==> config.mk <==
export PLATFORM = sky130hd
export DESIGN_NAME = backward_rle_page_decoder
export DESIGN_NICKNAME = d
export VERILOG_FILES = /design/src/brpd_pkg.sv /design/src/brpd_in_reg.sv /design/src/brpd_core.sv /design/src/brpd_out_reg.sv /design/src/backward_rle_page_decoder.sv
export SDC_FILE = /design/constraint.sdc
export NUM_CORES = 1
export LEC_CHECK = 0
export ABC_AREA = 1
export BUFFER_PORTS_ARGS = -buffer_cell sky130_fd_sc_hd__buf_4
export CAP_MARGIN = 0
export CORE_ASPECT_RATIO = 0.6
export CORE_MARGIN = 2
export CORE_UTILIZATION = 50
export CTS_CLUSTER_DIAMETER = 150
export DETAILED_ROUTE_END_ITERATION = 8
export HOLD_SLACK_MARGIN = 0.03
export PLACE_DENSITY = 0.72
export SLEW_MARGIN = 20
export SYNTH_ARGS = -nofsm -noshare
export SYNTH_HDL_FRONTEND = slang
export SYNTH_HIERARCHICAL = 1
export SYNTH_SLANG_ARGS = --single-unit
==> constraint.sdc <==
create_clock -name clk -period 3.3 [get_ports clk]
set_clock_uncertainty 0.2 [all_clocks]
set_input_delay 0.66 -clock clk [delete_from_list [all_inputs] [get_ports clk]]
set_output_delay 0.66 -clock clk [all_outputs]
set_load 0.01 [all_outputs]
==> src/brpd_pkg.sv <==
package brpd_pkg;

  // Page geometry. The address register carries one extra sign bit so that
  // it can step below zero at the end of a page.
  localparam int PAGE_BYTES = 32768;
  localparam int ADDR_W     = $clog2(PAGE_BYTES) + 1;

  // Fixed field widths of the result.
  localparam int BYTE_W  = 8;
  localparam int WADDR_W = 15;
  localparam int COUNT_W = 16;

  // Header decode: bit 7 marks a run, run length is 258 - header.
  localparam int       RUN_FLAG_BIT = 7;
  localparam logic [8:0] RUN_BIAS   = 9'd258;
  localparam logic [COUNT_W-1:0] COUNT_MAX = '1;

  typedef struct packed {
    logic               write_enable;
    logic [WADDR_W-1:0] write_address;
    logic [BYTE_W-1:0]  byte_value;
    logic [BYTE_W-1:0]  repeat_count;
    logic               page_done;
    logic [COUNT_W-1:0] bytes_used;
  } brpd_result_t;

endpackage

==> src/brpd_in_reg.sv <==
// Input register: holds one stream byte until the decode stage takes it.
module brpd_in_reg (
  input  logic                         clk,
  input  logic                         rst,
  input  logic                         in_valid,
  output logic                         in_ready,
  input  logic [brpd_pkg::BYTE_W-1:0]  code_byte,
  input  logic                         take,
  output logic                         held_valid,
  output logic [brpd_pkg::BYTE_W-1:0]  held_byte
);

  logic                        valid;
  logic [brpd_pkg::BYTE_W-1:0] data;

  assign in_ready   = !valid || take;
  assign held_valid = valid;
  assign held_byte  = data;

  always_ff @(posedge clk) begin
    if (rst) begin
      valid <= 1'b0;
    end else if (in_ready) begin
      valid <= in_valid;
    end
  end

  always_ff @(posedge clk) begin
    if (in_valid && in_ready) begin
      data <= code_byte;
    end
  end

endmodule

==> src/brpd_core.sv <==
// Decode state and the per-byte update. State advances only on take.
module brpd_core (
  input  logic                          clk,
  input  logic                          rst,
  input  logic                          take,
  input  logic [brpd_pkg::BYTE_W-1:0]   code_byte,
  output brpd_pkg::brpd_result_t        result
);

  typedef enum logic [1:0] {
    MODE_HEADER    = 2'd0,
    MODE_RUN_VALUE = 2'd1,
    MODE_LITERAL   = 2'd2
  } mode_t;

  localparam int AW = brpd_pkg::ADDR_W;
  localparam logic signed [AW-1:0] TOP_ADDR = AW'(brpd_pkg::PAGE_BYTES - 1);

  mode_t                            mode, mode_next;
  logic [brpd_pkg::BYTE_W-1:0]      pending_count, pending_count_next;
  logic signed [AW-1:0]             next_address, next_address_next;
  logic [brpd_pkg::COUNT_W-1:0]     consumed_count, consumed_count_next;
  logic [brpd_pkg::BYTE_W-1:0]      run_length, run_length_next;

  logic                             block_end;
  logic [AW-1:0]                    room;
  logic signed [AW-1:0]             addr_after;
  logic [brpd_pkg::COUNT_W-1:0]     count_inc;

  always_comb begin
    result     = '0;
    block_end  = 1'b0;
    room       = $unsigned(next_address) + AW'(1);
    addr_after = next_address;
    count_inc  = (consumed_count != brpd_pkg::COUNT_MAX) ?
                 consumed_count + brpd_pkg::COUNT_W'(1) : consumed_count;

    mode_next          = mode;
    pending_count_next = pending_count;
    run_length_next    = run_length;

    unique case (mode)
      MODE_RUN_VALUE: begin
        if (!next_address[AW-1]) begin
          result.write_enable  = 1'b1;
          result.write_address = brpd_pkg::WADDR_W'($unsigned(next_address));
          result.byte_value    = code_byte;
          // clip the run at address zero
          if (AW'(run_length) > room) begin
            result.repeat_count = room[brpd_pkg::BYTE_W-1:0];
          end else begin
            result.repeat_count = run_length;
          end
        end
        addr_after = next_address - $signed(AW'(run_length));
        mode_next  = MODE_HEADER;
        block_end  = 1'b1;
      end
      MODE_LITERAL: begin
        if (!next_address[AW-1]) begin
          result.write_enable  = 1'b1;
          result.write_address = brpd_pkg::WADDR_W'($unsigned(next_address));
          result.byte_value    = code_byte;
          result.repeat_count  = brpd_pkg::BYTE_W'(1);
        end
        addr_after = next_address - AW'(1);
        if (pending_count <= brpd_pkg::BYTE_W'(1)) begin
          pending_count_next = '0;
          mode_next          = MODE_HEADER;
          block_end          = 1'b1;
        end else begin
          pending_count_next = pending_count - brpd_pkg::BYTE_W'(1);
        end
      end
      default: begin
        if (code_byte[brpd_pkg::RUN_FLAG_BIT]) begin
          run_length_next = brpd_pkg::BYTE_W'(brpd_pkg::RUN_BIAS - {1'b0, code_byte});
          mode_next       = MODE_RUN_VALUE;
        end else begin
          pending_count_next = code_byte + brpd_pkg::BYTE_W'(1);
          mode_next          = MODE_LITERAL;
        end
      end
    endcase

    next_address_next   = addr_after;
    consumed_count_next = count_inc;

    // page complete: report and rearm
    if (block_end && addr_after[AW-1]) begin
      result.page_done    = 1'b1;
      result.bytes_used   = count_inc;
      mode_next           = MODE_HEADER;
      pending_count_next  = '0;
      next_address_next   = TOP_ADDR;
      consumed_count_next = '0;
      run_length_next     = '0;
    end
  end

  always_ff @(posedge clk) begin
    if (rst) begin
      mode           <= MODE_HEADER;
      pending_count  <= '0;
      next_address   <= TOP_ADDR;
      consumed_count <= '0;
      run_length     <= '0;
    end else if (take) begin
      mode           <= mode_next;
      pending_count  <= pending_count_next;
      next_address   <= next_address_next;
      consumed_count <= consumed_count_next;
      run_length     <= run_length_next;
    end
  end

endmodule

==> src/brpd_out_reg.sv <==
// Result register: loads on take, holds until the consumer accepts.
module brpd_out_reg (
  input  logic                   clk,
  input  logic                   rst,
  input  logic                   take,
  input  brpd_pkg::brpd_result_t result_in,
  output logic                   free,
  output logic                   out_valid,
  input  logic                   out_ready,
  output brpd_pkg::brpd_result_t result_out
);

  logic                   valid;
  brpd_pkg::brpd_result_t data;

  assign free       = !valid || out_ready;
  assign out_valid  = valid;
  assign result_out = data;

  always_ff @(posedge clk) begin
    if (rst) begin
      valid <= 1'b0;
    end else if (take) begin
      valid <= 1'b1;
    end else if (out_ready) begin
      valid <= 1'b0;
    end
  end

  always_ff @(posedge clk) begin
    if (take) begin
      data <= result_in;
    end
  end

endmodule

==> src/backward_rle_page_decoder.sv <==
// Channel  | Handshake            | Payload
// ---------+----------------------+------------------------------------------
// in       | in_valid / in_ready  | code_byte
// out      | out_valid / out_ready| write_enable, write_address, byte_value,
//          |                      | repeat_count, page_done, bytes_used
//
// One result per request, through input register, decode logic and result
// register; a byte leaves the input register when the result register is
// free. Sustained rate is one byte per cycle while out_ready stays high;
// the decode state updates as the byte moves on to the result register.
// Reset (rst, synchronous) empties both registers and rearms the decoder.
// A stalled output holds its result; the input register takes one more request.
module backward_rle_page_decoder (
  input  logic                            clk,
  input  logic                            rst,
  input  logic                            in_valid,
  output logic                            in_ready,
  input  logic [brpd_pkg::BYTE_W-1:0]     code_byte,
  output logic                            out_valid,
  input  logic                            out_ready,
  output logic                            write_enable,
  output logic [brpd_pkg::WADDR_W-1:0]    write_address,
  output logic [brpd_pkg::BYTE_W-1:0]     byte_value,
  output logic [brpd_pkg::BYTE_W-1:0]     repeat_count,
  output logic                            page_done,
  output logic [brpd_pkg::COUNT_W-1:0]    bytes_used
);

  logic                        held_valid;
  logic [brpd_pkg::BYTE_W-1:0] held_byte;
  logic                        out_free;
  logic                        take;
  brpd_pkg::brpd_result_t      decoded;
  brpd_pkg::brpd_result_t      result;

  // byte moves into decode when the result register can take it
  assign take = held_valid && out_free;

  brpd_in_reg u_in (
    .clk        (clk),
    .rst        (rst),
    .in_valid   (in_valid),
    .in_ready   (in_ready),
    .code_byte  (code_byte),
    .take       (take),
    .held_valid (held_valid),
    .held_byte  (held_byte)
  );

  brpd_core u_core (
    .clk       (clk),
    .rst       (rst),
    .take      (take),
    .code_byte (held_byte),
    .result    (decoded)
  );

  brpd_out_reg u_out (
    .clk        (clk),
    .rst        (rst),
    .take       (take),
    .result_in  (decoded),
    .free       (out_free),
    .out_valid  (out_valid),
    .out_ready  (out_ready),
    .result_out (result)
  );

  assign write_enable  = result.write_enable;
  assign write_address = result.write_address;
  assign byte_value    = result.byte_value;
  assign repeat_count  = result.repeat_count;
  assign page_done     = result.page_done;
  assign bytes_used    = result.bytes_used;

endmodule

**Word-level counts from Yosys, hierarchy flattened**

Index checks and enable logic that the tools add are counted.

- $add $sub $neg: 7
- Order comparisons: 2
- Equality and inequality tests: 7
- Muxes and demuxes: 24
- Reduce and logical (&&, ||, !) cells: 15

Operators with widths:

| cell | number |
|---|---|
| two-way mux 32 bit | 2 |
| one-hot mux 32 bit (2 select lines) | 1 |
| two-way mux 8 bit | 7 |
| two-way mux 16 bit | 3 |
| adder 16 x 1 -> 16 bit (second input constant) | 2 |
| one-hot mux 16 bit (2 select lines) | 1 |
| two-way mux 17 bit | 1 |
| > comparator 8 x 16 -> 1 bit | 1 |
| != test 16 bit (second input constant) | 1 |
| one-hot mux 8 bit (2 select lines) | 1 |
| subtractor 16 x 2 -> 16 bit (second input constant) | 1 |
| subtractor 16 x 9 -> 16 bit | 1 |
| adder 8 x 1 -> 8 bit (second input constant) | 1 |
| <= comparator 8 x 1 -> 1 bit (second input constant) | 1 |
| subtractor 2 x 8 -> 8 bit (first input constant) | 1 |
| subtractor 8 x 1 -> 8 bit (second input constant) | 1 |
| two-way mux 2 bit | 3 |
| != test 3 x 1 -> 1 bit (second input constant) | 2 |
| AND reduction 3 bit | 2 |
| != test 2 x 1 -> 1 bit (second input constant) | 2 |
| one-hot mux 2 bit (2 select lines) | 1 |
| AND reduction 2 bit | 2 |
| nonzero test 2 bit | 2 |
| logical AND 1 bit | 3 |
| 8 further kinds | 12 |

- Register bits after elaboration: 109
- Input port bits: 12
- Output and inout port bits: 51
- Word-level logic and storage cells: 70

**Depth between registers and ports, before layout**

- Depth in word-level cells: 6
- Mapped depth: 21
- Mapped depth without buffers: 19

**Modules after synthesis**

Netlist, hierarchy kept.

Modules (own cells, without submodules):

| module | times used | cells each | area each (um^2) | seq. area each (um^2) |
|---|---|---|---|---|
| brpd_core | 1 | 774 | 4662.0 | 1001.0 |
| brpd_out_reg | 1 | 54 | 1514.0 | 1491.4 |
| brpd_in_reg | 1 | 14 | 287.8 | 260.2 |
| backward_rle_page_decoder | 1 | 2 | 7.5 | 0.0 |

**Worst setup path before layout**

OpenSTA, ideal clock, no wires.

- Kind: input to register
- Start point: input out_ready
- End point: register u_core.next_address[13]
- Library setup time: 115 ps
- Data arrival time: 2930 ps
- Data required time: 2985 ps
- Path slack: 55 ps
- Stages: 11
- Path buffers: 2
- Cell sequence: inv_1 > nand2_2 > nand2_1 > inv_1 > clkbuf_1 > inv_1 > nor2_1 > clkbuf_1 > nand4_1 > xor2_1 > nand2_1

- Word-level cells in the longest chain between the ends: 3

RTL lines:

| what | line | source |
|---|---|---|
| from (decl) | backward_rle_page_decoder.sv:20 | `input logic out_ready,` |
| logical OR 1 bit | brpd_out_reg.sv:16 | `assign free = !valid \|\| out_ready;` |
| named net out_free | backward_rle_page_decoder.sv:31 | `logic out_free;` |
| logical AND 1 bit | backward_rle_page_decoder.sv:37 | `assign take = held_valid && out_free;` |
| named net take | backward_rle_page_decoder.sv:32 | `logic take;` |
| AND reduction 2 bit (no source line) | -- |  |
| to (signal assigned) | brpd_core.sv:111 | `next_address <= next_address_next;` |
| to (decl) | brpd_core.sv:21 | `logic signed [AW-1:0] next_address, next_address_next;` |

The timed path passes the listed nets, and every way through them passes these cells.
A chain may end at the register's enable or synchronous reset.

==> qor.txt <==
Top-count cell post-synth: nand2_1
Critical Path AT: 2.91 ns
Multiplexer area fraction after synthesis: 0
Max Clk Rate: 332 MHz
P_sw: 997 uW
CTS Buffer Depth: 2
Part of the power in the clock network: 0.332
Yosys reg bits: 109
Antenna violations before repair: 0
Area delta synth->final: 14.5%
Number of synthesized flops with an enable pin: 57
Die X: 151 um
Die area: 13900 sq um
Final setup TNS: 0 ns
Final setup violation count: 0
CTS sink cnt: 109
Hpwl dp: 10900 um
Sw Ratio: 0.288
Compound-cell area share of the yosys netlist: 0.0727
Vias per cell: 5.10
Synth area leader: edfxtp_1
Max-cap violation count: 0
Drt drc: 0
FFs w/ async S/R, synth: 0
Reg power frac: 0.449
H-tree depth: 3
Overall routing resource usage: 0.221
Combinational Power Share: 0.219
Via count: 5502
Initial Utilization: 0.508
Synth Area in Simple Gates: 0.322
CTS tree: built
Site row count: 32
Buffers added on ports: 62
Vias in the first global route: 4845
PD cells: 467 nW/um^2
CTS buffer count: 9
Wire length per cell: 13.5 um
Share of layout cells above drive strength 1: 0.169
Required time worst endpoint: 3.20 ns
Setup Fix Bufs, Post-CTS: 0
Post-synth cell types: 43
Post-CTS sizing: 0
Post-route ant nets: 0
Setup repair after global routing missed its margin: false
Synth Instances: 844
Initial DRC count: 425
Root buffer cell: clkbuf_16
Mapped Area: 6470 sq um
Worst VDD drop: 0.273 mV
Synth top area share: 0.265
Finished Cell Area: 7410 sq um
Worst-Skew Late Latency: 0.35 ns
Core region area: 12700 sq um
Top post-synthesis cells by count: 214 x nand2_1, 112 x nor2_1, 109 x inv_1
Critical Path Start Type: flop
Final GP Congestion: 0.943
Final nets: 941
DR pass1 iterations: 5
Final WL: 14600 um
Seq/Total Area, Yosys: 0.425
Fin crit share: 0.912
Slew HR: 0.443
LEAKAGE: 3.48 nW
Worst path slowest cell: dfxtp_1
Largest cells by area after synthesis: edfxtp_1 26%, dfxtp_1 16%, nand2_1 12%
Adder-Cell Fraction of Synth Area: 0.0495
Global-route wire length before repair: 24300 um
Synth Net Count: 881
Final hold violations: 0
Clock transition at path regs: 0.07 ns
Critical setup path kind: flop to flop
Cells along the critical path: ha_1 > nand2_2 > inv_2 > nand3_2 > nor2_2 > nor2_1 > inv_1 > ha_1 > nand2_1 > nor2_1 > nand2_1 > nand3_1 > a21oi_1 > nand2_1 > nor2_4 > nand2_4 > o21ai_0 > nor2_1
Hold Crit Class: flop to flop
CP Capture Type: flop
# hold bufs at CTS: 0
Fin crit period: 3.01 ns
Pwr Total: 3.46 mW
Antenna cells: 0
Main synth FF type: edfxtp_1
Outcome: finished, final reports clean
I/O pins: 63
Post-Place Cell Area: 7080 sq um
Max FO, Critical Path: 15
Internal: 2.46 mW
XOR/XNOR Fraction of Synth Area: 0.0352
Final Slew Violations: 0
YS warnings: 6
Largest family of logic cells by synthesized area: simple AND/OR/NAND/NOR gates
Die Ht: 92.1 um
Critical Path Max Stage Delay: 0.47 ns
Post-synthesis area per instance: 7.67 sq um
GR Overflow Total: 0
WHS: 0.286 ns
Tightest Pin Transition: 0.835 ns
Largest net degree at the start of global routing: 69
cells by family (layout without fill, tap and decap cells):
family                   count (synthesis)  after routing
XOR/XNOR                                26             26
flip-flops                             109            109
AND/OR/NAND/NOR                        461            461
buffers and inverters                  140            205
AO/OA/AOI/OAI                           83             83
adder cells (fa/ha/maj)                 25             25
flip-flops by register name (all words and copies together) (netlist names):
| register | flops |
|---|---|
| u_core/consumed_count | 16 |
| u_core/next_address | 16 |
| u_in/held_byte | 8 |
| u_core/run_length | 8 |
| u_in/held_valid | 1 |
| u_core/pending_count | 8 |
| u_out/out_valid | 1 |
| u_out/result_out | 49 |
| u_core/mode | 2 |
worst max-delay path: cells and delay by family, from the launching register on:
kind,cells,cell delay (ns)
and+or+nand+nor,12,1.14
DFF,1,0.47
adders and majority gates,2,0.45
AOI/OAI and AO/OA,2,0.35
buffers and inverters,2,0.15
power by group through the flow:
| stage | clock network [mW] | logic, mW | registers, mW |
|---|---|---|---|
| final | 1.15 | 0.757 | 1.56 |
| after global routing | 1.23 | 0.856 | 1.56 |
| after CTS | 1.18 | 0.753 | 1.56 |
| after detailed placement | 0 | 0.747 | 1.59 |
| after global placement | 0 | 0.746 | 1.59 |
| after floorplan | 0 | 0.531 | 1.59 |
routing by layer:
layer | up-vias | global-route usage | wire length (um)
met3 | 9 | 0.0403 | 817
met5 | - | 0 | 0
met2 | 158 | 0.300 | 5610
met1 | 2517 | 0.360 | 8040
met4 | 0 | 0.0397 | 85
li1 | 2818 | - | -
cells in the final DEF (no fill, tap or decap), types with 2 or more instances in the layout:
| master | count |
|---|---|
| nand3_2 | 5 |
| inv_1 | 106 |
| o22ai_1 | 3 |
| nor2_4 | 5 |
| nand2_4 | 3 |
| and2_1 | 2 |
| nand2_1 | 213 |
| ha_1 | 24 |
| o2111ai_1 | 2 |
| xor2_1 | 21 |
| clkbuf_16 | 10 |
| clkbuf_1 | 2 |
| clkbuf_8 | 2 |
| buf_4 | 74 |
| nand4_1 | 11 |
| dfxtp_1 | 52 |
| o21ai_0 | 17 |
| nor3_1 | 11 |
| or2_2 | 2 |
| xnor2_1 | 5 |
| edfxtp_1 | 57 |
| nor2_1 | 112 |
| inv_4 | 2 |
| nand2_2 | 14 |
| nor3_4 | 3 |
| inv_2 | 4 |
| a21oi_2 | 9 |
| nor2_2 | 15 |
| nand3_1 | 59 |
| a21oi_1 | 47 |
| a21o_1 | 2 |
area by class of cell:
class / instances / area, sq um
Tap cell: 170 / 213
Sequential cell: 109 / 2750
Fill cell: 1189 / 5320
Inverter: 113 / 432
Clock inverter: 2 / 36.3
Timing Repair Buffer: 76 / 587
Multi-Input combinational cell: 595 / 3100
Clock buffer: 14 / 285
through the flow:
step                std cells  setup slack [ns]  utilization
global placement         1063             0.292        0.556
finish                   1079             0.292        0.582
floorplan                 844            0.0545            -
detailed placement       1063             0.194        0.556
global route             1079            0.0348        0.582
CTS                      1079             0.169        0.581
worst paths after layout:
| path | startpoint | end | slack, ns | cells past startpoint |
|---|---|---|---|---|
| worst max-delay path | u_core/next_address[1] | u_out/result_out[23] | 0.29 | 18 |
| worst min-delay path | u_core/consumed_count[14] | u_core/consumed_count[14] | 0.29 | 2 |
| worst max register to register | u_core/next_address[1] | u_out/result_out[23] | 0.29 | 18 |
| worst min register to register | u_core/consumed_count[14] | u_core/consumed_count[14] | 0.29 | 2 |
Power figures use the tool's default switching activity.
